`src/hdl/fixed_point_alu_top_assert.svh`:
```
// ----------------------------------------------------------------------------
// assertion macros for the fixed-point alu
// ----------------------------------------------------------------------------
`ifndef FIXED_POINT_ALU_TOP_ASSERT_SVH
`define FIXED_POINT_ALU_TOP_ASSERT_SVH

// condition in the same cycle
`define FPA_ASSERT_NOW(label, ante, cons) \
	label: assert property (@(posedge clk) disable iff (!arst_n) (ante) |-> (cons)) \
		else $error("fixed_point_alu: assertion failed");

// condition in the following cycle
`define FPA_ASSERT_NEXT(label, ante, cons) \
	label: assert property (@(posedge clk) disable iff (!arst_n) (ante) |=> (cons)) \
		else $error("fixed_point_alu: assertion failed");

`endif

```
`src/hdl/fpa_pkg.sv`:
```
// ----------------------------------------------------------------------------
// fpa_pkg
// shared types and constants of the signed fixed-point alu
// ----------------------------------------------------------------------------
`timescale 1ns / 1ps

package fpa_pkg;

	// default word layout
	localparam int WORD_WIDTH_DEF    = 32;
	localparam int FRACTION_BITS_DEF = 16;

	// operation codes
	typedef enum logic [2:0] {
		KIND_ADD = 3'd0,
		KIND_SUB = 3'd1,
		KIND_NEG = 3'd2,
		KIND_MUL = 3'd3,
		KIND_DIV = 3'd4,
		KIND_MIN = 3'd5,
		KIND_MAX = 3'd6
	} fpa_kind_t;

	// request transaction
	typedef struct packed {
		logic [2:0]         kind;
		logic signed [31:0] operand_a;
		logic signed [31:0] operand_b;
	} fpa_req_t;

	// response transaction
	typedef struct packed {
		logic signed [31:0] value;
		logic               is_less;
		logic               is_equal;
		logic               is_greater;
		logic               divide_by_zero;
	} fpa_rsp_t;

	// control travelling with each item down the divider chain
	typedef struct packed {
		logic valid;
		logic is_div;
		logic q_neg;
		logic div_zero;
		logic is_less;
		logic is_equal;
		logic is_greater;
	} fpa_ctl_t;

endpackage

```
`src/hdl/fpa_out.sv`:
```
// ----------------------------------------------------------------------------
// fpa_out
// quotient sign fix-up, output register and skid stage
// ----------------------------------------------------------------------------
`timescale 1ns / 1ps

module fpa_out #(
	parameter int WORD_WIDTH = fpa_pkg::WORD_WIDTH_DEF
) (
	input  logic                  clk,
	input  logic                  arst_n,
	input  fpa_pkg::fpa_ctl_t     ctl,
	input  logic [WORD_WIDTH-1:0] quot,
	output logic                  advance,
	output logic                  rsp_valid,
	input  logic                  rsp_ready,
	output fpa_pkg::fpa_rsp_t     rsp
);

	logic [WORD_WIDTH-1:0] val;
	fpa_pkg::fpa_rsp_t     fin;
	logic                  push, out_free;

	logic                  out_valid_q, skid_valid_q;
	fpa_pkg::fpa_rsp_t     out_q, skid_q;

	// final value
	always_comb begin
		if (!ctl.is_div) begin
			val = quot;
		end else if (ctl.div_zero) begin
			val = '0;
		end else begin
			val = ctl.q_neg ? -quot : quot;
		end
		fin.value          = 32'(signed'(val));
		fin.is_less        = ctl.is_less;
		fin.is_equal       = ctl.is_equal;
		fin.is_greater     = ctl.is_greater;
		fin.divide_by_zero = ctl.div_zero;
	end

	// chain moves while the skid stage is empty
	assign advance  = !skid_valid_q;
	assign push     = advance && ctl.valid;
	assign out_free = !out_valid_q || rsp_ready;

	// valid flags
	always_ff @(posedge clk or negedge arst_n) begin
		if (!arst_n) begin
			out_valid_q  <= 1'b0;
			skid_valid_q <= 1'b0;
		end else if (out_free) begin
			out_valid_q  <= skid_valid_q || push;
			skid_valid_q <= 1'b0;
		end else if (push) begin
			skid_valid_q <= 1'b1;
		end
	end

	// payload
	always_ff @(posedge clk) begin
		if (out_free) begin
			out_q <= skid_valid_q ? skid_q : fin;
		end else if (push) begin
			skid_q <= fin;
		end
	end

	assign rsp_valid = out_valid_q;
	assign rsp       = out_q;

endmodule
```
`config.mk`:
```
export PLATFORM = sky130hd
export DESIGN_NAME = fpa_out
export DESIGN_NICKNAME = d
export VERILOG_FILES = /design/src/hdl/fixed_point_alu_top_assert.svh /design/src/hdl/fpa_pkg.sv /design/src/hdl/fpa_out.sv
export SDC_FILE = /design/constraint.sdc
export NUM_CORES = 1
export LEC_CHECK = 0
export ABC_AREA = 1
export BUFFER_PORTS_ARGS = -buffer_cell sky130_fd_sc_hd__buf_2
export CAP_MARGIN = 20
export CORE_UTILIZATION = 46
export CTS_CLUSTER_SIZE = 24
export DETAILED_ROUTE_END_ITERATION = 6
export PLACE_DENSITY = 0.78
export SETUP_SLACK_MARGIN = 0.2
export SLEW_MARGIN = 25
export SYNTH_ARGS = -nofsm -noshare
export SYNTH_HDL_FRONTEND = slang
export SYNTH_SLANG_ARGS = --single-unit
export TNS_END_PERCENT = 30
```
`constraint.sdc`:
```
create_clock -name clk -period 3.4 [get_ports clk]
set_clock_uncertainty 0.15 [all_clocks]
set_input_delay 0.17 -clock clk [delete_from_list [all_inputs] [get_ports clk]]
set_output_delay 0.17 -clock clk [all_outputs]
set_load 0.02 [all_outputs]
```
# After elaboration in Yosys (flattened, before gate mapping)
# Index checks and enable logic that the tools add are counted.
totals:
  register_bits: 74
  input_bits: 42
  output_inout_bits: 38
  elab_cells: 27
classes:
  n_addsub: 1
  muxes: 6
  n_bitwise: 1
  n_reduce_logical: 7
op_table:
  columns: ["op", "n"]
  rows:
  - ["$mux 32", 3]
  - ["$mux 36", 1]
  - ["$neg 32->32", 1]
  - ["$logic_not 1->1", 2]
  - ["$logic_or 1x1->1", 2]
  - ["$mux 1", 2]
  - ["$reduce_and 2->1", 1]
  - ["$reduce_bool 2->1", 1]
  - ["$logic_and 1x1->1", 1]
  - ["$not 1->1", 1]

# Longest topological paths before layout
logic_depth:
  depth_word: 5
  ltp_mapped: 12
  depth_no_buf: 11

# Worst setup path before layout
# OpenSTA, ideal clock, no wires.
synth_timing:
  path_kind: "register to register"
  start: "register out_valid_q (netlist: rsp_valid)"
  end: "register skid_q[0] (netlist name), enable pin"
  arrival_ns: 2.968
  path_slack_ns: -0.147
  stages_incl_launch_ff: 3
  path_buffers: 0
  period_less_slack_ns: 3.547
  path_cell_list: "dfrtp_1 -> nand2_1 -> nor2_1"
synth_between:
  elab_chain_cells: 4
synth_lines:
  columns: ["item", "line", "source"]
  rows:
  - ["start, declared", "fpa_out.sv:24", "logic out_valid_q, skid_valid_q;"]
  - ["start signal, assigned", "fpa_out.sv:54", "out_valid_q <= skid_valid_q || push;"]
  - ["$logic_not 1->1", "fpa_out.sv:46", "assign out_free = !out_valid_q || rsp_ready;"]
  - ["$logic_or 1x1->1", "fpa_out.sv:46", null]
  - ["$not 1->1 (no source line)", null, null]
  - ["$reduce_and 2->1 (no source line)", null, null]
  - ["end signal, assigned", "fpa_out.sv:66", "skid_q <= fin;"]
  - ["end, declared", "fpa_out.sv:25", "fpa_pkg::fpa_rsp_t out_q, skid_q;"]
# No other way between the ends.
# A chain may end at the register's enable or synchronous reset.

# Final worst setup path
layout_timing:
  start: "input port ctl[3] (netlist name)"
  end: "register out_q, in the netlist rsp[5], data pin"
layout_between:
  elab_chain_cells: 3
layout_lines:
  columns: ["item", "line", "source"]
  rows:
  - ["start, declared", "fpa_out.sv:12", "input fpa_pkg::fpa_ctl_t ctl,"]
  - ["$mux 32", "fpa_out.sv:31", "end else if (ctl.div_zero) begin"]
  - ["$mux 32", "fpa_out.sv:29", "if (!ctl.is_div) begin"]
  - ["named net val[1]", "fpa_out.sv:20", "logic [WORD_WIDTH-1:0] val;"]
  - ["$mux 36", "fpa_out.sv:64", "out_q <= skid_valid_q ? skid_q : fin;"]
  - ["end signal, assigned", "fpa_out.sv:64", null]
  - ["end, declared", "fpa_out.sv:25", null]
# The timed path passes the listed nets, and every way through them passes these cells.

==> impl_metrics.json <==
{
  "grt_pass1_vias": 3219,
  "synthSimpleGateAreaFrac_pct": 31.2,
  "power.total_mw": 2.32,
  "p_comb_share_pct": 18.7,
  "grt_max_degree": 50,
  "critical_path_class": "in2reg",
  "r2r-start": "skid_valid_q",
  "wl_um": 9440,
  "synth_cell_types": 31,
  "arrival_ns": 2.23,
  "peakVddDrop_v": 0.000266,
  "hold_path_end": "skid_q[6]",
  "status": "completed",
  "fp.coreArea_um2": 8220,
  "hold_start": "quot[2]",
  "finalMaxSlewViolations": 0,
  "layout-drive-gt1-share_pct": 22.3,
  "slowest_delay_ns": 0.55,
  "worstRegToRegCells": 5,
  "fmax_mhz": 462,
  "cts_buffers": 9,
  "multiInputGateArea_um2": 1440,
  "yosys_warnings": 0,
  "r2r_slack_ns": 1.55,
  "fin_crit_sh_pct": 63.7,
  "synth_nets": 488,
  "path_common_cell": "nand2_1",
  "holdPathStages": 2,
  "grt_antenna_before_repair": 0,
  "utilization_pct": 57.2,
  "die_w_um": 94.3,
  "synth-xor-area-share_pct": 0,
  "wl_per_cell_um": 14.7,
  "power.density_nw_per_um2": 494,
  "register_area_um2": 2210,
  "place.gp.congestion": 0.892,
  "synth_top_family_by_area": "simple AND/OR/NAND/NOR gates",
  "drv_cap": 0,
  "nets": 575,
  "rows": 33,
  "ys_seq_area_share_pct": 56.4,
  "design_area_um2": 4700,
  "start_kind": "primary input",
  "period_minus_slack_ns": 2.17,
  "initial_core_util_pct": 47.7,
  "worst_ep_required_time_ns": 3.47,
  "synthMuxAreaShare_pct": 0,
  "hold_viol": 0,
  "clock_path_buffers": 2,
  "dieArea_um2": 8890,
  "via_per_inst": 5.34,
  "startpoint": "ctl[3]",
  "areaGrowthSynthToFinish_pct": 19.9,
  "port_buffers": 79,
  "crit_fanout": 22,
  "path_clk_slew_ns": 0.08,
  "fill_cells": 745,
  "cts_sinks": 74,
  "cts_tree": "yes",
  "p_clk_share_pct": 33.0,
  "avgSynthCellArea_um2": 8.81,
  "antenna_left": 0,
  "root_buffer": "clkbuf_8",
  "cp-end-kind": "flop",
  "drtPass1Iterations": 5,
  "gr-total-overflow": 0,
  "internal_power_mw": 1.68,
  "grt_usage_pct": 22.8,
  "diodes": 0,
  "rsz0062_at_grt": "no",
  "grt_pass1_wl_um": 15300,
  "first_iter_violations": 302,
  "cts.htree.levels": 3,
  "syn_inst": 445,
  "cts_setup_buffers": 0,
  "min_path_type": "in2reg",
  "worstMarginPinSlew_ns": 0.749,
  "maxSlewHeadroom_pct": 49.9,
  "num_vias": 3429,
  "placed_cell_area_um2": 4410,
  "crit_chain": "dlygate4sd3_1 -> buf_2 -> nand2_1 -> inv_1 -> a211oi_1 -> nand2_1 -> nand2_1",
  "fin_tns_setup_ns": 0,
  "ys_seq_elements": 74,
  "seqPwrFrac_pct": 48.3,
  "switchingPower_mw": 0.646,
  "dp_hpwl_um": 6640,
  "slowest_stage": "nand2_1",
  "synth-compound-area-share_pct": 5.17,
  "finalSetupViolations": 0,
  "switching_share_pct": 27.8,
  "drc_errors": 0,
  "whs_ns": 0.0196,
  "synth_fa_ha_area_share_pct": 0.319,
  "r2r_end": "skid_q[29]",
  "pin_count": 80,
  "die_h_um": 94.3,
  "leakage_nw": 2.17,
  "clk_latency_ns": 0.36,
  "synthesis.area_um2": 3920
}
## through the flow
stage / std cells / worst slack (ns)
2_1_floorplan: 445 / 0.439
3_3_place_gp: 619 / 1.49
3_5_place_dp: 619 / 1.48
4_1_cts: 642 / 1.30
5_1_grt: 642 / 1.20
6_report: 642 / 1.23
## layout make-up
class | instances | area share, %
Timing Repair Buffer | 91 | 10.7
Multi-Input combinational cell | 306 | 30.7
Inverter | 50 | 4.05
Sequential cell | 74 | 47.1
Tap cell | 105 | 2.80
Clock buffer | 12 | 3.09
Clock inverter | 4 | 1.62
## kinds of logic after synthesis
kind of cell | count (synthesis)
simple gates | 267
fa+ha+maj | 1
buf+inv | 65
flops | 74
compound gates | 38
## power groups by stage
stage | logic [mW] | clock network (mW) | registers, mW
3_3_place_gp | 0.414 | 0 | 1.14
2_1_floorplan | 0.207 | 0 | 1.22
3_5_place_dp | 0.426 | 0 | 1.14
4_1_cts | 0.433 | 0.778 | 1.12
6_report | 0.434 | 0.767 | 1.12
5_1_grt | 0.478 | 0.818 | 1.13
## cell usage after synthesis, drive strengths merged
| library cell | n | area share (%) |
|---|---|---|
| a211oi | 1 | 0.19 |
| a21oi | 7 | 0.99 |
| and3 | 11 | 1.8 |
| buf | 7 | 1.2 |
| clkbuf | 8 | 0.77 |
| clkinv | 1 | 0.096 |
| dfrtp | 2 | 1.3 |
| edfxtp | 72 | 55 |
| ha | 1 | 0.32 |
| inv | 49 | 4.8 |
| nand2 | 145 | 15 |
| nand3 | 47 | 6.1 |
| nand3b | 2 | 0.48 |
| nand4 | 18 | 2.9 |
| nor2 | 41 | 4.6 |
| nor3 | 3 | 0.51 |
| o21a | 1 | 0.19 |
| o21ai | 29 | 3.8 |
## what timing repair did
item | 4_1_cts | 5_1_grt
hold buffers | 7 | 0
hold endpoints to repair | 12 | 0
resized for setup | 0 | 0
## flip-flops by register name (all words and copies together) (netlist names)
| name | cells |
|---|---|
| rsp | 36 |
| rsp_valid | 1 |
| skid_q | 36 |
| skid_valid_q | 1 |
## layer usage
layer	part of all wire [%]	global-route usage (%)
met5	0	0
met1	43	29.3
met3	6.4	5.10
met2	49	37.6
met4	2.4	8.72
## worst max-delay path, delay by kind of cell
family / cells / cell delay (ns)
AOI/OAI and AO/OA: 1 / 0.38
and+or+nand+nor: 3 / 0.72
buffers and inverters: 3 / 0.95
## cell usage in the layout (no fill, tap or decap), types with 2 or more instances in the layout
master	n
o21ai_0	16
clkbuf_8	10
inv_1	47
o21ai_1	12
nor2_2	5
buf_2	79
nor3_1	2
dfrtp_1	2
nand2_2	4
clkbuf_1	2
nand3_1	46
nand2_4	4
buf_4	5
and3_1	11
nor2_4	2
bufinv_16	2
dlygate4sd3_1	7
nand2_1	137
edfxtp_1	72
nor2_1	34
a21oi_1	6
nand4_1	18
## worst max path at each step
stage,to,slack [ns],depth (start not counted)
finish,rsp[5],1.23,7
global route,rsp[5],1.20,7
CTS,rsp[5],1.30,7
detailed placement,rsp[5],1.48,6
global placement,rsp[5],1.49,6
floorplan,skid_q[0],0.44,2
Note: power is estimated with default switching activity, not from simulation.
