`src/hdl/fixed_point_alu_top_assert.svh`:
```
// ----------------------------------------------------------------------------
// assertion macros for the fixed-point alu
// ----------------------------------------------------------------------------
`ifndef FIXED_POINT_ALU_TOP_ASSERT_SVH
`define FIXED_POINT_ALU_TOP_ASSERT_SVH

// condition in the same cycle
`define FPA_ASSERT_NOW(label, ante, cons) \
	label: assert property (@(posedge clk) disable iff (!arst_n) (ante) |-> (cons)) \
		else $error("fixed_point_alu: assertion failed");

// condition in the following cycle
`define FPA_ASSERT_NEXT(label, ante, cons) \
	label: assert property (@(posedge clk) disable iff (!arst_n) (ante) |=> (cons)) \
		else $error("fixed_point_alu: assertion failed");

`endif

```
`src/hdl/fpa_pkg.sv`:
```
// ----------------------------------------------------------------------------
// fpa_pkg
// shared types and constants of the signed fixed-point alu
// ----------------------------------------------------------------------------
`timescale 1ns / 1ps

package fpa_pkg;

	// default word layout
	localparam int WORD_WIDTH_DEF    = 32;
	localparam int FRACTION_BITS_DEF = 16;

	// operation codes
	typedef enum logic [2:0] {
		KIND_ADD = 3'd0,
		KIND_SUB = 3'd1,
		KIND_NEG = 3'd2,
		KIND_MUL = 3'd3,
		KIND_DIV = 3'd4,
		KIND_MIN = 3'd5,
		KIND_MAX = 3'd6
	} fpa_kind_t;

	// request transaction
	typedef struct packed {
		logic [2:0]         kind;
		logic signed [31:0] operand_a;
		logic signed [31:0] operand_b;
	} fpa_req_t;

	// response transaction
	typedef struct packed {
		logic signed [31:0] value;
		logic               is_less;
		logic               is_equal;
		logic               is_greater;
		logic               divide_by_zero;
	} fpa_rsp_t;

	// control travelling with each item down the divider chain
	typedef struct packed {
		logic valid;
		logic is_div;
		logic q_neg;
		logic div_zero;
		logic is_less;
		logic is_equal;
		logic is_greater;
	} fpa_ctl_t;

endpackage

```
`src/hdl/fpa_front.sv`:
```
// ----------------------------------------------------------------------------
// fpa_front
// operand decode, simple operations, multiplier and divider set-up
// ----------------------------------------------------------------------------
`timescale 1ns / 1ps

module fpa_front #(
	parameter int WORD_WIDTH    = fpa_pkg::WORD_WIDTH_DEF,
	parameter int FRACTION_BITS = fpa_pkg::FRACTION_BITS_DEF
) (
	input  logic                  clk,
	input  logic                  arst_n,
	input  logic                  en,
	input  logic                  req_valid,
	input  fpa_pkg::fpa_req_t     req,
	output fpa_pkg::fpa_ctl_t     ctl,
	output logic [WORD_WIDTH-1:0] quot,
	output logic [WORD_WIDTH-1:0] a_mag,
	output logic [WORD_WIDTH-1:0] b_mag
);

	// product wide enough to hold the scaled slice for any fraction width
	localparam int PW = (FRACTION_BITS > WORD_WIDTH) ?
		(WORD_WIDTH + FRACTION_BITS) : (2 * WORD_WIDTH);

	logic signed [WORD_WIDTH-1:0] a_w, b_w;
	logic [WORD_WIDTH-1:0]        simple;
	logic signed [PW-1:0]         prod;

	logic                         valid_s1;
	fpa_pkg::fpa_kind_t           kind_s1;
	logic signed [WORD_WIDTH-1:0] a_s1, b_s1;
	logic [WORD_WIDTH-1:0]        simple_s1;
	logic signed [PW-1:0]         prod_s1;
	logic                         less_s1, equal_s1, greater_s1;

	fpa_pkg::fpa_ctl_t            ctl_s2;
	logic [WORD_WIDTH-1:0]        quot_s2, a_mag_s2, b_mag_s2;

	// operands narrowed to the word
	assign a_w  = req.operand_a[WORD_WIDTH-1:0];
	assign b_w  = req.operand_b[WORD_WIDTH-1:0];
	assign prod = PW'(a_w) * PW'(b_w);

	// add, subtract, negate, minimum, maximum
	always_comb begin
		case (fpa_pkg::fpa_kind_t'(req.kind))
			fpa_pkg::KIND_ADD: simple = a_w + b_w;
			fpa_pkg::KIND_SUB: simple = a_w - b_w;
			fpa_pkg::KIND_NEG: simple = -a_w;
			fpa_pkg::KIND_MIN: simple = (a_w < b_w) ? a_w : b_w;
			fpa_pkg::KIND_MAX: simple = (a_w > b_w) ? a_w : b_w;
			default:           simple = '0;
		endcase
	end

	// stage 1 valid
	always_ff @(posedge clk or negedge arst_n) begin
		if (!arst_n) begin
			valid_s1 <= 1'b0;
		end else if (en) begin
			valid_s1 <= req_valid;
		end
	end

	// stage 1 payload
	always_ff @(posedge clk) begin
		if (en) begin
			kind_s1    <= fpa_pkg::fpa_kind_t'(req.kind);
			a_s1       <= a_w;
			b_s1       <= b_w;
			simple_s1  <= simple;
			prod_s1    <= prod;
			less_s1    <= (a_w < b_w);
			equal_s1   <= (a_w == b_w);
			greater_s1 <= (a_w > b_w);
		end
	end

	// stage 2 control
	always_ff @(posedge clk or negedge arst_n) begin
		if (!arst_n) begin
			ctl_s2 <= '0;
		end else if (en) begin
			ctl_s2.valid      <= valid_s1;
			ctl_s2.is_div     <= (kind_s1 == fpa_pkg::KIND_DIV);
			ctl_s2.q_neg      <= a_s1[WORD_WIDTH-1] ^ b_s1[WORD_WIDTH-1];
			ctl_s2.div_zero   <= (kind_s1 == fpa_pkg::KIND_DIV) && (b_s1 == '0);
			ctl_s2.is_less    <= less_s1;
			ctl_s2.is_equal   <= equal_s1;
			ctl_s2.is_greater <= greater_s1;
		end
	end

	// stage 2 payload: scaled product or simple result, and operand magnitudes
	always_ff @(posedge clk) begin
		if (en) begin
			quot_s2  <= (kind_s1 == fpa_pkg::KIND_MUL) ?
				prod_s1[FRACTION_BITS+WORD_WIDTH-1:FRACTION_BITS] : simple_s1;
			a_mag_s2 <= a_s1[WORD_WIDTH-1] ? -a_s1 : a_s1;
			b_mag_s2 <= b_s1[WORD_WIDTH-1] ? -b_s1 : b_s1;
		end
	end

	assign ctl   = ctl_s2;
	assign quot  = quot_s2;
	assign a_mag = a_mag_s2;
	assign b_mag = b_mag_s2;

endmodule

```
`config.mk`:
```
export PLATFORM = sky130hd
export DESIGN_NAME = fpa_front
export DESIGN_NICKNAME = d
export VERILOG_FILES = /design/src/hdl/fixed_point_alu_top_assert.svh /design/src/hdl/fpa_pkg.sv /design/src/hdl/fpa_front.sv
export SDC_FILE = /design/constraint.sdc
export NUM_CORES = 2
export LEC_CHECK = 0
export BUFFER_PORTS_ARGS = -buffer_cell sky130_fd_sc_hd__buf_2
export CAP_MARGIN = 20
export CORE_ASPECT_RATIO = 1.5
export CORE_UTILIZATION = 25
export DETAILED_ROUTE_END_ITERATION = 10
export PLACE_DENSITY = 0.47
export SLEW_MARGIN = 20
export SYNTH_ARGS = -nofsm -noshare
export SYNTH_HDL_FRONTEND = slang
export SYNTH_SLANG_ARGS = --single-unit
```
`constraint.sdc`:
```
create_clock -name clk -period 6.1 [get_ports clk]
set_input_delay 0.61 -clock clk [delete_from_list [all_inputs] [get_ports clk]]
set_output_delay 0.61 -clock clk [all_outputs]
set_load 0.01 [all_outputs]
```
## After elaboration in Yosys (flattened, before gate mapping)

Index checks and enable logic that the tools add are counted.
Widths: inputs -> output; s select.

- Register bits: 254
- Bits in latches: 0
- Memory bits (writable): 0
- Memory bits (read-only): 0
- Bits of input ports: 71
- Output and inout bits: 103
- Logic and storage cells: 46
- Memories: 0

- Add/sub/neg operators: 5
- Multiply operators: 1
- Div/mod/pow operators: 0
- Order comparisons: 2
- Equal/unequal tests: 7
- Shift-type cells: 0
- Mux-type cells: 6
- Bitwise gates (word level): 1
- Reduce and logical (&&, ||, !) cells: 3

Operator list:

| cell | number |
|---|---|
| $pmux 32 s5 | 1 |
| $mux 32 | 3 |
| $neg 32->32 | 3 |
| $mux 31 | 2 |
| $mul 32x32->48 | 1 |
| $add 32x32->32 | 1 |
| $eq 32x32->1 | 1 |
| $gt 32x32->1 | 1 |
| $logic_not 32->1 | 1 |
| $lt 32x32->1 | 1 |
| $sub 32x32->32 | 1 |
| $eq 3x3->1 const B | 3 |
| $eq 3x2->1 const B | 2 |
| $eq 3x1->1 const B | 1 |
| $logic_not 3->1 | 1 |
| $logic_and 1x1->1 | 1 |
| $xor 1x1->1 | 1 |

## Longest topological paths before layout

- Word-level depth: 3
- Depth in mapped cells: 30

## Worst setup path after synthesis

No wires, ideal clock.

- Path type: input -> register
- Start: input port req[48] (netlist name)
- End: register prod_s1[40] (data pin)
- Arrival time: 7542 ps
- Required time: 5830 ps
- Setup slack: -1712 ps
- Stages: 26
- Buffers on the path: 2
- Cell sequence: clkbuf_1 buf_1 nand2_1 fa_1 fa_1 fa_1 fa_1 inv_1 fa_1 inv_1 fa_1 inv_1 fa_1 fa_1 ha_1 nand4_1 inv_1 nand3_1 a211oi_1 o21ai_0 o211ai_1 a31oi_1 o21ai_0 nand3_1 a311oi_1 xor2_1

- Cells in the longest elaborated chain, start to end: 1

RTL lines:

| what | RTL line | text |
|---|---|---|
| from (decl) | fpa_front.sv:15 | `input fpa_pkg::fpa_req_t req,` |
| $mul 32x32->48 | fpa_front.sv:43 | `assign prod = PW'(a_w) * PW'(b_w);` |
| via prod[40] | fpa_front.sv:28 | `logic signed [PW-1:0] prod;` |
| to (signal assigned) | fpa_front.sv:73 | `prod_s1 <= prod;` |
| to (decl) | fpa_front.sv:34 | `logic signed [PW-1:0] prod_s1;` |

The timed path passes the listed nets, and every way through them passes these cells.
A chain may end at the register's enable or synchronous reset.

## Worst setup path in the final report

- Start: input port req[5] (netlist name)
- End: register prod_s1[45] (data pin)

Same word-level chain as after synthesis.

==> impl_metrics.csv <==
group,metric,value,unit
outcome,status,"finished, violations left",
outcome,violations,"setup timing",
job,maxCapViolations,0,
route,routed_wirelength,153000,µm
floorplanning,die_h,504,µm
logic_synthesis,synth_flop_cell,"edfxtp_1",
route,ant_nets,0,
worst_setup_path,r2r_cells,8,
logic_synthesis,synthCells,4324,
timing,fin_crit_sh,117,%
placement,portBuffers,173,
worst_setup_path,cp_max_fo,9,
hold_path,hold_path_class,"in2reg",
worst_setup_path,cp-endpoint,"prod_s1[45]",
timing,hold_violations,0,
timing,slew-limit-headroom,29.9,%
cts,clock-root-buffer,"clkbuf_16",
worst_setup_path,cp.required,6.47,ns
route,initialDrtViolationCount,1889,
logic_synthesis,netlist_area,42000,µm²
cells_and_area,drive_gt1_share,22.7,%
grt,track_usage,18.3,%
route,routed-wl-met3,5900,µm
logic_synthesis,synth_top_area_share,40.1,%
timing,setup_ws,-1.02,ns
worst_setup_path,path_common_cell,"fa_1",
cells_and_area,multi_input_area,31700,µm²
timing,finClkSkew,0.0225,ns
worst_setup_path,rrSetupSlack,2.55,ns
floorplanning,die_w,337,µm
cells_and_area,utilization,31.5,%
worst_setup_path,crit_cells,25,
route,routedWlPerCell,21.6,µm
route,vias_per_cell,4.52,
logic_synthesis,yosysMostFrequentCell,"inv_1",
cts,cts_tree,"done",
worst_setup_path,path_class,"in2reg",
route,drc,0,
cts,clockBufferDepth,3,
logic_synthesis,synth_edf_count,230,
grt,grt_overflow,0,
worst_setup_path,crit_arrival,7.49,ns
floorplanning,row_count,183,
cells_and_area,area_growth,24.6,%
worst_setup_path,cp_top_family,"adder cells",
timing,finalCriticalPeriod,7.12,ns
cts,path_clk_slew,0.07,ns
grt,grt_pass1_vias,35246,
route,dr.max_layer_used,"met5",
grt,grt_pass1_wl,229000,µm
route,first_pass_iters,7,
placement,gp_congestion,0.925,
placement,hpwl,131000,µm
logic_synthesis,synth_area_per_cell,9.71,µm²
cts,insertion_delay,0.62,ns
logic_synthesis,ys_types,84,
floorplanning,core,166000,µm²
logic_synthesis,synth.net_count,5467,
timing,fmax,0.140,GHz
worst_setup_path,crit_path_end_kind,"flip-flop",
worst_setup_path,critPathBufInv,5,
worst_setup_path,slowest_delay,0.61,ns
cts,cts.sink_count,238,
cts,cts.htree.levels,1,
worst_setup_path,crit_start,"req[5]",
floorplanning,die-area,170000,µm²
route,met1_length,58500,µm
cells_and_area,seq_area,7110,µm²
cells_and_area,nNetsFinal,5991,
grt,grt_antenna_before_repair,6,
grt,grt_max_degree,131,
logic_synthesis,synth_top_cell_by_area,"fa_1",
cts,cts_buffers,26,
floorplanning,start_util,25.2,%
worst_setup_path,reg2reg_to,"a_mag[29]",
timing,rsz0062_at_grt,"yes",
logic_synthesis,synth_common_cells,"868 x inv_1, 840 x fa_1, 517 x nand2_1, 388 x and2_1, 232 x ha_1",
timing,tightest_slew,1.04,ns
logic_synthesis,ys_warn_count,0,
logic_synthesis,synth-seq-cells,238,
timing,slew_violations,0,
timing,setup-violations-final,28,
floorplanning,pin_count,174,
logic_synthesis,async_flop_share,3.36,%
route,dr_wl_met2,81700,µm
worst_setup_path,critPathLaunchType,"input pin",
worst_setup_path,r2r_start,"a_s1[3]",
logic_synthesis,synthTopCellsByArea,"fa_1 40%, edfxtp_1 16%, inv_1 7.8%, ha_1 6.9%, and2_1 5.8%",
cells_and_area,fill_cells,17341,
route,routed-via-count,32070,
logic_synthesis,ys_seq_area_share,16.9,%
worst_setup_path,slowest_stage,"fa_2",
## worst register-to-register path, cell delays in order (launching register included)
cell and delay, ns:
edfxtp_1 0.48, nor4_1 0.60, nand3_1 0.25, or3_1 0.46
or3_1 0.45, or3_1 0.44, nand2b_1 0.26, o31ai_1 0.28
xnor2_1 0.09
## per-layer routing
metal | global-route usage [%] | vias up
met1 | 21.2 | 16725
li1 | - | 14349
met4 | 7.48 | 2
met5 | 0 | -
met2 | 34.2 | 777
met3 | 1.41 | 217
## cell families after synthesis
| family | synth area share [%] |
|---|---|
| AO/OA/AOI/OAI | 6.91 |
| multiplexers | 1.09 |
| adder cells (fa/ha/maj) | 47.0 |
| AND/OR/NAND/NOR | 14.8 |
| buffers and inverters | 10.1 |
| XOR/XNOR | 3.11 |
| flip-flops | 16.9 |
## sequential cells by signal, summed over array words and instances, names as in the netlist
signal and count:
a_mag 32, a_s1 32, b_mag 32, b_s1 32, prod_s1 32, quot 32
simple_s1 32, ctl 7, kind_s1 3, equal_s1 1, greater_s1 1, less_s1 1
valid_s1 1
## layout by cell type (no fill, tap or decap), types with 18 or more instances in the layout
cell and count:
buf_8 21, nand4_1 18, inv_1 830, buf_6 61, nand2b_1 21, ha_1 201
o31ai_1 23, buf_12 66, and2_1 356, nor3_1 37, or3_1 26, ha_4 25
and2_4 32, xnor2_1 131, buf_4 463, mux2_2 38, nand3_1 19, buf_2 123
fa_1 781, nor2_1 155, edfxtp_1 230, clkbuf_16 29, fa_2 59, a21o_1 29
o21ai_0 82, nand2_1 500, inv_2 35, a21oi_1 88
## how the worst min path moves through the flow
stage	slack, ns	startpoint	cells after the start	end
detailed placement	0.48	arst_n	1	ctl[0]
global route	0.17	req[7]	1	b_s1[7]
CTS	0.16	req[11]	1	b_s1[11]
global placement	0.47	arst_n	1	ctl[0]
finish	0.19	req[7]	1	b_s1[7]
floorplan	0.31	arst_n	0	ctl[0]
## timing repair
item	CTS	global route
setup endpoints to repair	30	29
setup buffers	50	17
gates cloned	2	2
endpoints found under the hold margin	8	0
hold buffers	1	0
resized for setup	361	123
pin swaps	162	69
## final cells by class
class	count	area share, %
Tap cell	2220	5.31
Clock inverter	14	0.227
Sequential cell	238	13.6
Timing Repair Buffer	746	12.7
Multi-Input combinational cell	2967	60.5
Clock buffer	33	1.35
Inverter	869	6.26
Antenna cell	2	0.00957
## stage by stage
| stage | hold slack (ns) | setup TNS (ns) | cell area [µm²] | std cells | worst slack (ns) |
|---|---|---|---|---|---|
| 5_1_grt | 0.171 | -20.26 | 52300 | 7088 | -1.15 |
| 3_3_place_gp | 0.473 | -49.34 | 49100 | 6974 | -2.27 |
| 4_1_cts | 0.158 | -14.15 | 51700 | 7071 | -0.926 |
| 6_report | 0.191 | -16.52 | 52300 | 7089 | -1.02 |
| 2_1_floorplan | 0.314 | -18.58 | 42800 | 4324 | -1.17 |
| 3_5_place_dp | 0.477 | -49.94 | 49100 | 6975 | -2.32 |
Power is left out: the tool's default activity adds up to more than one toggle a clock period on the data nets, which glitch-free logic cannot reach.
