<file path="src/hdl/fixed_point_alu_top_assert.svh">
// ----------------------------------------------------------------------------
// assertion macros for the fixed-point alu
// ----------------------------------------------------------------------------
`ifndef FIXED_POINT_ALU_TOP_ASSERT_SVH
`define FIXED_POINT_ALU_TOP_ASSERT_SVH

// condition in the same cycle
`define FPA_ASSERT_NOW(label, ante, cons) \
	label: assert property (@(posedge clk) disable iff (!arst_n) (ante) |-> (cons)) \
		else $error("fixed_point_alu: assertion failed");

// condition in the following cycle
`define FPA_ASSERT_NEXT(label, ante, cons) \
	label: assert property (@(posedge clk) disable iff (!arst_n) (ante) |=> (cons)) \
		else $error("fixed_point_alu: assertion failed");

`endif

</file>
<file path="src/hdl/fpa_pkg.sv">
// ----------------------------------------------------------------------------
// fpa_pkg
// shared types and constants of the signed fixed-point alu
// ----------------------------------------------------------------------------
`timescale 1ns / 1ps

package fpa_pkg;

	// default word layout
	localparam int WORD_WIDTH_DEF    = 32;
	localparam int FRACTION_BITS_DEF = 16;

	// operation codes
	typedef enum logic [2:0] {
		KIND_ADD = 3'd0,
		KIND_SUB = 3'd1,
		KIND_NEG = 3'd2,
		KIND_MUL = 3'd3,
		KIND_DIV = 3'd4,
		KIND_MIN = 3'd5,
		KIND_MAX = 3'd6
	} fpa_kind_t;

	// request transaction
	typedef struct packed {
		logic [2:0]         kind;
		logic signed [31:0] operand_a;
		logic signed [31:0] operand_b;
	} fpa_req_t;

	// response transaction
	typedef struct packed {
		logic signed [31:0] value;
		logic               is_less;
		logic               is_equal;
		logic               is_greater;
		logic               divide_by_zero;
	} fpa_rsp_t;

	// control travelling with each item down the divider chain
	typedef struct packed {
		logic valid;
		logic is_div;
		logic q_neg;
		logic div_zero;
		logic is_less;
		logic is_equal;
		logic is_greater;
	} fpa_ctl_t;

endpackage

</file>
<file path="src/hdl/fpa_div_cell.sv">
// ----------------------------------------------------------------------------
// fpa_div_cell
// one restoring-division step; non-divide items pass through unchanged
// ----------------------------------------------------------------------------
`timescale 1ns / 1ps

module fpa_div_cell #(
	parameter int WORD_WIDTH = fpa_pkg::WORD_WIDTH_DEF,
	parameter int INDEX      = 0
) (
	input  logic                  clk,
	input  logic                  arst_n,
	input  logic                  en,
	input  fpa_pkg::fpa_ctl_t     ctl_i,
	input  logic [WORD_WIDTH-1:0] rem_i,
	input  logic [WORD_WIDTH-1:0] quot_i,
	input  logic [WORD_WIDTH-1:0] a_mag_i,
	input  logic [WORD_WIDTH-1:0] b_mag_i,
	output fpa_pkg::fpa_ctl_t     ctl_o,
	output logic [WORD_WIDTH-1:0] rem_o,
	output logic [WORD_WIDTH-1:0] quot_o,
	output logic [WORD_WIDTH-1:0] a_mag_o,
	output logic [WORD_WIDTH-1:0] b_mag_o
);

	logic                  dbit;
	logic [WORD_WIDTH:0]   trial, diff;
	logic                  ge;
	logic [WORD_WIDTH-1:0] rem_n, quot_n;

	fpa_pkg::fpa_ctl_t     ctl_q;
	logic [WORD_WIDTH-1:0] rem_q, quot_q, a_mag_q, b_mag_q;

	// dividend bit: magnitude of a, then the fraction zeros
	generate
		if (INDEX < WORD_WIDTH) begin : g_abit
			assign dbit = a_mag_i[WORD_WIDTH-1-INDEX];
		end else begin : g_zero
			assign dbit = 1'b0;
		end
	endgenerate

	// shift in, compare, subtract
	assign trial = {rem_i, dbit};
	assign diff  = trial - {1'b0, b_mag_i};
	assign ge    = (trial >= {1'b0, b_mag_i});

	always_comb begin
		if (ctl_i.is_div) begin
			rem_n  = ge ? diff[WORD_WIDTH-1:0] : trial[WORD_WIDTH-1:0];
			quot_n = {quot_i[WORD_WIDTH-2:0], ge};
		end else begin
			rem_n  = rem_i;
			quot_n = quot_i;
		end
	end

	// control register
	always_ff @(posedge clk or negedge arst_n) begin
		if (!arst_n) begin
			ctl_q <= '0;
		end else if (en) begin
			ctl_q <= ctl_i;
		end
	end

	// data registers
	always_ff @(posedge clk) begin
		if (en) begin
			rem_q   <= rem_n;
			quot_q  <= quot_n;
			a_mag_q <= a_mag_i;
			b_mag_q <= b_mag_i;
		end
	end

	assign ctl_o   = ctl_q;
	assign rem_o   = rem_q;
	assign quot_o  = quot_q;
	assign a_mag_o = a_mag_q;
	assign b_mag_o = b_mag_q;

endmodule

</file>
<file path="config.mk">
export PLATFORM = sky130hd
export DESIGN_NAME = fpa_div_cell
export DESIGN_NICKNAME = d
export VERILOG_FILES = /design/src/hdl/fixed_point_alu_top_assert.svh /design/src/hdl/fpa_pkg.sv /design/src/hdl/fpa_div_cell.sv
export SDC_FILE = /design/constraint.sdc
export NUM_CORES = 1
export LEC_CHECK = 0
export BUFFER_PORTS_ARGS = -buffer_cell sky130_fd_sc_hd__buf_2
export CAP_MARGIN = 40
export CORE_ASPECT_RATIO = 1.4
export CORE_MARGIN = 2
export CORE_UTILIZATION = 45
export CTS_CLUSTER_SIZE = 14
export DETAILED_ROUTE_END_ITERATION = 16
export HOLD_SLACK_MARGIN = 0.12
export PLACE_DENSITY = 0.84
export SLEW_MARGIN = 10
export SYNTH_ARGS = -nofsm -noshare
export SYNTH_HDL_FRONTEND = slang
export SYNTH_SLANG_ARGS = --single-unit
export TNS_END_PERCENT = 30
</file>
<file path="constraint.sdc">
create_clock -name clk -period 1.3 [get_ports clk]
set_clock_uncertainty 0.2 [all_clocks]
set_input_delay 0.13 -clock clk [delete_from_list [all_inputs] [get_ports clk]]
set_output_delay 0.13 -clock clk [all_outputs]
set_load 0.005 [all_outputs]
</file>
# Word-level counts from Yosys, hierarchy flattened
# Cells that the tools add are included.
# word_totals
ff_bits	135
wordCells	16
# classes
n_addsub	1
n_lt_le_gt_ge	1
mux	3
# op_table
cell	n
32-bit 2-to-1 mux	3
33-bit by 32-bit >= comparator with 1-bit output	1
32-bit subtractor	1

# Depth between registers and ports, before layout
# Gate-level depths: netlist (run 1).
# depth
word_depth	3
depth_mapped	14
ltp_nobuf	13

# Worst setup path after synthesis (run 1)
# Ideal clock, no wire load.
# synth_timing
path_type	input -> register
startpoint	in a_mag_i[31]
endpoint	reg rem_q[28], in the netlist rem_o[28], data pin
t_arrival_ns	2.410
required_time_ns	0.948
setup_slack_ns	-1.462
path_stages	13
n_path_buf	0
cell_sequence	inv_1 > ha_1 > inv_1 > fa_1 > a211oi_1 > nor4_1 > a211o_1 > a31oi_1 > a31oi_1 > a41oi_1 > xnor2_1 > nand2_1 > a31oi_1
# synth_via
elab_chain_len	3
# synth_lines
element	line	text
start, declared	fpa_div_cell.sv:17	input logic [WORD_WIDTH-1:0] a_mag_i,
32-bit subtractor / 33-bit by 32-bit >= comparator with 1-bit output (equally long branches)	fpa_div_cell.sv:45, fpa_div_cell.sv:46	
32-bit 2-to-1 mux (*)	fpa_div_cell.sv:50	rem_n = ge ? diff[WORD_WIDTH-1:0] : trial[WORD_WIDTH-1:0];
32-bit 2-to-1 mux (*)	fpa_div_cell.sv:49	if (ctl_i.is_div) begin
via rem_n[28]	fpa_div_cell.sv:29	logic [WORD_WIDTH-1:0] rem_n, quot_n;
end signal, assigned	fpa_div_cell.sv:70	rem_q <= rem_n;
end, declared	fpa_div_cell.sv:32	logic [WORD_WIDTH-1:0] rem_q, quot_q, a_mag_q, b_mag_q;
# Mark *: on every way through the listed nets, which the timed path passes. The rest lies on a longest branch.
# A chain may end at the register's enable or synchronous reset.

# Worst setup path in the final report (run 1)
# Same ends and word-level chain as after synthesis.

==> results of run 1 <==
-- worst max-delay path, cell delays in order --
cell	delay, ns
buf_12	0.11
inv_12	0.04
ha_4	0.13
inv_2	0.04
fa_2	0.37
a211oi_4	0.28
nor4_1	0.08
a211o_1	0.29
a31oi_4	0.21
a31oi_2	0.13
a41oi_2	0.17
xnor2_1	0.15
nand2_1	0.08
a31oi_1	0.23
-- sequential cells by signal (all words and copies together) (netlist names) --
name / flops
a_mag_o: 32
quot_o: 32
rem_o: 32
b_mag_o: 32
ctl_o: 7
-- cells by family (layout without fill, tap and decap cells) --
kind of cell,count (synthesis),count (layout),synth area share [%]
multiplexers,43,43,6.57
AND/OR/NAND/NOR,171,172,11.2
buffers and inverters,63,672,4.12
XOR/XNOR,26,26,3.12
flip-flops,135,135,55.1
adder cells (fa/ha/maj),33,33,5.76
other,0,6,0
AO/OA/AOI/OAI,143,143,14.1
-- power by group --
part	leakage, nW	internal, W	switching [W]	total (W)
logic	4.20	0.00225	0.00205	0.00430
registers	1.33	0.00524	0.000128	0.00537
clock network	0.309	0.00311	0.00213	0.00524
total	5.84	0.0106	0.00431	0.0149
-- timing repair --
| item | CTS | global route |
|---|---|---|
| setup buffers | 16 | 15 |
| gates resized for setup | 102 | 53 |
| gates cloned | 1 | 0 |
| setup endpoints to repair | 40 | 77 |
| pin swaps | 56 | 38 |
| hold buffers | 141 | 1 |
| endpoints found under the hold margin | 270 | 4 |
-- placed cells by master (no fill, tap or decap), types with 6 or more instances in the layout --
| cell | count |
|---|---|
| buf_2 | 263 |
| buf_4 | 163 |
| dlygate4sd3_1 | 142 |
| edfxtp_1 | 128 |
| nand2_1 | 61 |
| nor2_1 | 41 |
| mux2_2 | 39 |
| inv_1 | 30 |
| a21oi_1 | 20 |
| xnor2_1 | 20 |
| buf_6 | 20 |
| ha_4 | 19 |
| nand3_1 | 17 |
| clkbuf_16 | 17 |
| a21oi_2 | 15 |
| a21o_1 | 14 |
| nand2_2 | 13 |
| ha_1 | 13 |
| o21ai_1 | 11 |
| a31oi_1 | 11 |
| buf_12 | 11 |
| a31oi_2 | 10 |
| a21oi_4 | 9 |
| o21ai_0 | 7 |
| dfrtp_1 | 7 |
| diode_2 | 6 |
| nand2_4 | 6 |
| o21a_1 | 6 |
-- path summary, 6_finish.rpt --
kind,start,depth (start not counted),to,slack [ns]
setup / recovery,a_mag_i[31],14,rem_o[28]$_DFFE_PP_,-1.10
hold / removal,ctl_i[5],3,quot_o[31]$_DFFE_PP_,0.10
setup reg to reg,ctl_o[2]$_DFFE_PN0P_,1,ctl_o[2]$_DFFE_PN0P_,0.31
hold reg to reg,ctl_o[0]$_DFFE_PN0P_,1,ctl_o[0]$_DFFE_PN0P_,0.31
max in group asynchronous,arst_n,3,ctl_o[6]$_DFFE_PN0P_,0.17
min in group asynchronous,arst_n,3,ctl_o[2]$_DFFE_PN0P_,0.48
-- per-stage QoR --
step | instance area [µm²] | hold WS [ns] | worst slack [ns] | total power (W)
global route | 13200 | 0.102 | -1.19 | 0.0154
floorplan | 7370 | -0.366 | -1.21 | 0.00690
finish | 13200 | 0.104 | -1.10 | 0.0149
detailed placement | 10100 | -0.230 | -1.67 | 0.00852
CTS | 12800 | -0.0811 | -0.979 | 0.0144
global placement | 10100 | -0.230 | -1.63 | 0.00845
-- metal layers --
metal	global-route usage (%)	wire [µm]	up-vias
li1	-	-	3474
met1	31.4	9850	3726
met2	58.0	15800	465
met3	5.88	1870	133
met4	14.6	1440	2
met5	0	12	-
-- area by class of cell --
type                            instances  share of cell area (%)
Tap cell                              199                    1.89
Sequential cell                       135                    30.4
Clock inverter                         15                    1.56
Timing Repair Buffer                  602                    33.7
Clock buffer                           17                    3.22
Multi-Input combinational cell        417                    27.8
Antenna cell                            6                   0.114
Inverter                               38                    1.23
==> results.yml, run 1 <==
outcome:
  status: "finished, violations left"
  violations: "negative setup slack"
synth:
  synth_most_common_cell: "edfxtp_1"
  synth_fp_nets: 785
  synth_top_area_share_pct: 52.7
  ys_top_cells_by_area: "edfxtp_1 (53%), mux2_2 (6.0%), ha_1 (5.5%)"
  synth-edff-count: 128
  syn_area_per_cell_um2: 11.9
  synthCells: 614
  syn_area_mm2: 0.00730
  async_reset_ff_share_pct: 5.19
  ys_ff_latch: 135
  ys.flop_type: "edfxtp_1"
  yosys_warnings: 0
  yosys.area.top_type: "edfxtp_1"
  netlist-cell-type-count: 65
  ys_seq_area_share_pct: 55.1
  synth_common_cells: "edfxtp_1 (128), nand2_1 (70), nor2_1 (42), a21oi_1 (40), mux2_2 (39)"
floorplan:
  die_h_um: 155
  num_io_pins: 273
  die_width_um: 112
  die-area_mm2: 0.0173
  start_util_pct: 45.5
  core_area_mm2: 0.0160
  rows: 55
placed_design:
  gp_congestion: 0.878
  dpl.hpwl_mm: 16.6
  dp.cells: 1219
  numPortBuffers: 272
final_layout:
  fin_cells: 1429
  drive_gt1_share_pct: 53.2
  fin_util_pct: 82.4
  nets: 1382
  n_fill_cell: 799
  multiInputGateArea_mm2: 0.00368
  area_growth_pct: 81.0
  seq_area_mm2: 0.00402
timing:
  hold_viol: 0
  fmax_ghz: 0.418
  slew_headroom_pct: 57.7
  worst_pin_slew_ns: 0.619
  drv_slew: 0
  rsz0062_at_grt: "true"
  setup_violations: 42
  period_needed_ns: 2.40
  worst_slack_ns: -1.10
  setup_tns_ns: -30.66
  finalCritPeriodShare_pct: 184
grt:
  grt_pass1_vias: 7881
  grt_pass1_wl_mm: 41.0
  groute.usage.overall_pct: 30.4
  grt_antenna_before_repair: 7
  grt_overflow: 0
  grt_max_degree: 53
detailed_routing:
  drt_iter0_drc: 748
  dr.pass1.iters: 5
  vias_per_cell: 5.46
  avgRoutedWirePerCell_um: 20.3
  drc: 0
  ant_nets: 0
  wl_mm: 28.9
  num_vias: 7800
power_and_ir_drop:
  p_leak_nw: 5.84
  powerDensity_mw_per_mm2: 1130
  peakVddDrop_v: 0.00140
clock_tree:
  cts_tree: "built"
  cts_buffer_depth: 2
  clkLatencyLatePin_ns: 0.43
  clockRootBuffer: "clkbuf_16"
  cts_max_level: 4
  clk_transition_reported_paths_ns: 0.06
  cts_buffers: 17
  clock-sinks: 135
setup_path:
  end_kind: "flip-flop"
  startpoint_type: "input pin"
  cp_max_fo: 3
  crit_type: "in2reg"
  arrival_ns: 2.45
  worst_ep_required_time_ns: 1.35
job:
  max-cap-violations: 0
worst_hold_path:
  hold_class: "in2reg"
Power figures use the tool's default switching activity.
==> run 2: changes to the inputs <==
Settings changed: HOLD_SLACK_MARGIN 0.12 to 0.08, RECOVER_POWER set to 50.
==> run 2 against run 1 <==
The flow still finishes with violations (negative setup slack). Clock power is essentially flat. Setup slack improved by 0.062 ns. Global-route usage shrank 0.27 points. Combinational power shrank 2%. Via count is 1.3% lower. Fmax up 2.7%. Final cell count decreased by 0.35%. Sequential power hardly changed. Register-to-register slack improved by 0.02 ns. First-iteration DRC count decreased by 11%. Flip-flop and latch count is the same.
==> results.yml, run 2 (synthesis gave the netlist of run 1 again) <==
floorplan:
  die_h_um: 155
  num_io_pins: 273
  start_util_pct: 45.5
  die_width_um: 112
  rows: 55
  core_area_mm2: 0.0160
  die-area_mm2: 0.0173
timing:
  drv_slew: 0
  worst_pin_slew_ns: 0.506
  setup_violations: 165
  worst_slack_ns: -1.03
  finalCritPeriodShare_pct: 179
  holdWs_ns: 0.0936
  rsz0062_at_grt: "true"
  slew_headroom_pct: 65.4
  hold_viol: 0
  period_needed_ns: 2.33
  fmax_ghz: 0.429
final_layout:
  nets: 1379
  area_growth_pct: 79.9
  multiInputGateArea_mm2: 0.00368
  final_area_mm2: 0.0131
  layout_common_cells: "buf_2 (222), buf_4 (159), dlygate4sd3_1 (139)"
  seq_area_mm2: 0.00402
  drive_gt1_share_pct: 50.2
  final_common_cell: "buf_2"
  n_fill_cell: 850
job:
  max-cap-violations: 0
worst_hold_path:
  hold_class: "in2reg"
  worst_hold_path.endpoint: "rem_o[0]$_DFFE_PP_"
  hold_depth: 5
  worstHoldStart: "a_mag_i[31]"
detailed_routing:
  drt_iter0_drc: 668
  dr_wl_met2_mm: 15.2
  dr.pass1.iters: 5
  top_layer_used: "met5"
  avgRoutedWirePerCell_um: 19.7
  vias_per_cell: 5.41
  num_vias: 7701
  wl_mm: 28.0
  wl_met3_mm: 1.69
  ant_nets: 0
  wl_met1_mm: 9.76
  drc: 0
setup_path:
  r2r_end: "ctl_o[6]$_DFFE_PN0P_"
  cpMaxStageDelayCell: "a311oi_4"
  rrSetupSlack_ns: 0.33
  startpoint_type: "input pin"
  cp_cell_sequence: "clkbuf_1 > inv_1 > ha_4 > nand3_1 > o21bai_4 > nand4_4 > nand2_2 > a311oi_4 > a21oi_4 > o311ai_4 > mux2i_1 > nand2_1"
  end_kind: "flip-flop"
  reg2regPathDepth: 1
  cpPeakStageDelay_ns: 0.37
  crit_type: "in2reg"
  worst_ep_required_time_ns: 1.27
  cp_max_fo: 3
  arrival_ns: 2.30
  r2r-start: "ctl_o[6]$_DFFE_PN0P_"
power_and_ir_drop:
  p_int_w: 0.0106
  powerDensity_mw_per_mm2: 1130
  clkPwrFrac_pct: 35.2
  switchingPower_w: 0.00424
  p_leak_nw: 5.71
  combPwrFrac_pct: 28.6
  switching_share_pct: 28.6
  seq_power_share_pct: 36.2
  peakVddDrop_v: 0.00132
placed_design:
  numPortBuffers: 272
  gp_congestion: 0.878
  place_area_mm2: 0.0101
  dpl.hpwl_mm: 16.6
grt:
  grt_pass1_wl_mm: 40.6
  grt_overflow: 0
  grt_antenna_before_repair: 6
  grt_pass1_vias: 7885
  grt_max_degree: 53
  groute.usage.overall_pct: 30.1
clock_tree:
  cts_buffers: 17
  clk_transition_reported_paths_ns: 0.06
  cts_tree: "built"
  clkLatencyLatePin_ns: 0.42
  clock-sinks: 135
  cts_max_level: 4
  cts_buffer_depth: 2
  clockRootBuffer: "clkbuf_16"
outcome:
  status: "finished, violations left"
  violations: "negative setup slack"
run 2: cell types whose count changed in the layout (fill, tap and decap cells not counted), moves of 4 or more:
cell and delta:
clkbuf_1 +38, buf_4 -4, buf_6 +5, buf_2 -41
run 2: worst max path at each step:
stage / startpoint / endpoint / slack (ns) / cells after the start
after floorplan: a_mag_i[31] / rem_o[28]$_DFFE_PP_ / -1.21 / 13
after global placement: a_mag_i[31] / rem_o[28]$_DFFE_PP_ / -1.63 / 14
after detailed placement: a_mag_i[31] / rem_o[28]$_DFFE_PP_ / -1.67 / 14
after CTS: a_mag_i[31] / rem_o[16]$_DFFE_PP_ / -0.98 / 14
after global routing: b_mag_i[11] / rem_o[26]$_DFFE_PP_ / -1.07 / 13
final: b_mag_i[2] / rem_o[27]$_DFFE_PP_ / -1.03 / 12
run 2: layout make-up:
cell class	count	share of cell area (%)
diodes	4	0.0763
multi-input cells	417	28.0
clock inverters	15	1.57
flip-flops and latches	135	30.6
repair buffers	599	33.3
clock buffers	17	3.24
inverters	38	1.24
well taps	199	1.90
run 2: stage by stage:
step                total power, W  worst slack, ns  cells  setup TNS, ns  util (%)
floorplan                  0.00690            -1.21    614         -43.99         -
global placement           0.00845            -1.63   1219         -46.69      63.2
detailed placement         0.00852            -1.67   1219         -47.81      63.2
CTS                         0.0144           -0.979   1407         -26.14      79.7
global route                0.0153            -1.07   1424         -49.78      81.8
finish                      0.0148            -1.03   1424         -44.05      81.8
run 2: repair_timing:
item,4_1_cts,5_1_grt
setup buffers,16,15
hold buffers,139,0
endpoints found under the setup margin,40,73
hold endpoints to repair,270,0
cloned,1,0
gates resized for setup,102,60
pin swaps,56,42
run 2: power by group through the flow:
| stage | Combinational (W) | Clock (W) | Sequential (W) |
|---|---|---|---|
| floorplan | 0.00140 | 0 | 0.00550 |
| global placement | 0.00303 | 0 | 0.00542 |
| detailed placement | 0.00308 | 0 | 0.00544 |
| CTS | 0.00380 | 0.00524 | 0.00535 |
| global route | 0.00448 | 0.00544 | 0.00540 |
| finish | 0.00423 | 0.00522 | 0.00537 |
run 2: layer usage:
metal | vias to the layer above | track usage, %
met5 | - | 0
li1 | 3473 | -
met1 | 3663 | 31.0
met2 | 438 | 57.8
met3 | 123 | 6.15
met4 | 4 | 13.4
run 2: critical path: cells and delay by family:
kind	cells	cell delay, ns
adder cells (fa/ha/maj)	1	0.30
AND/OR/NAND/NOR	4	0.42
buffers and inverters	2	0.20
AO/OA/AOI/OAI	4	0.94
multiplexers	1	0.30
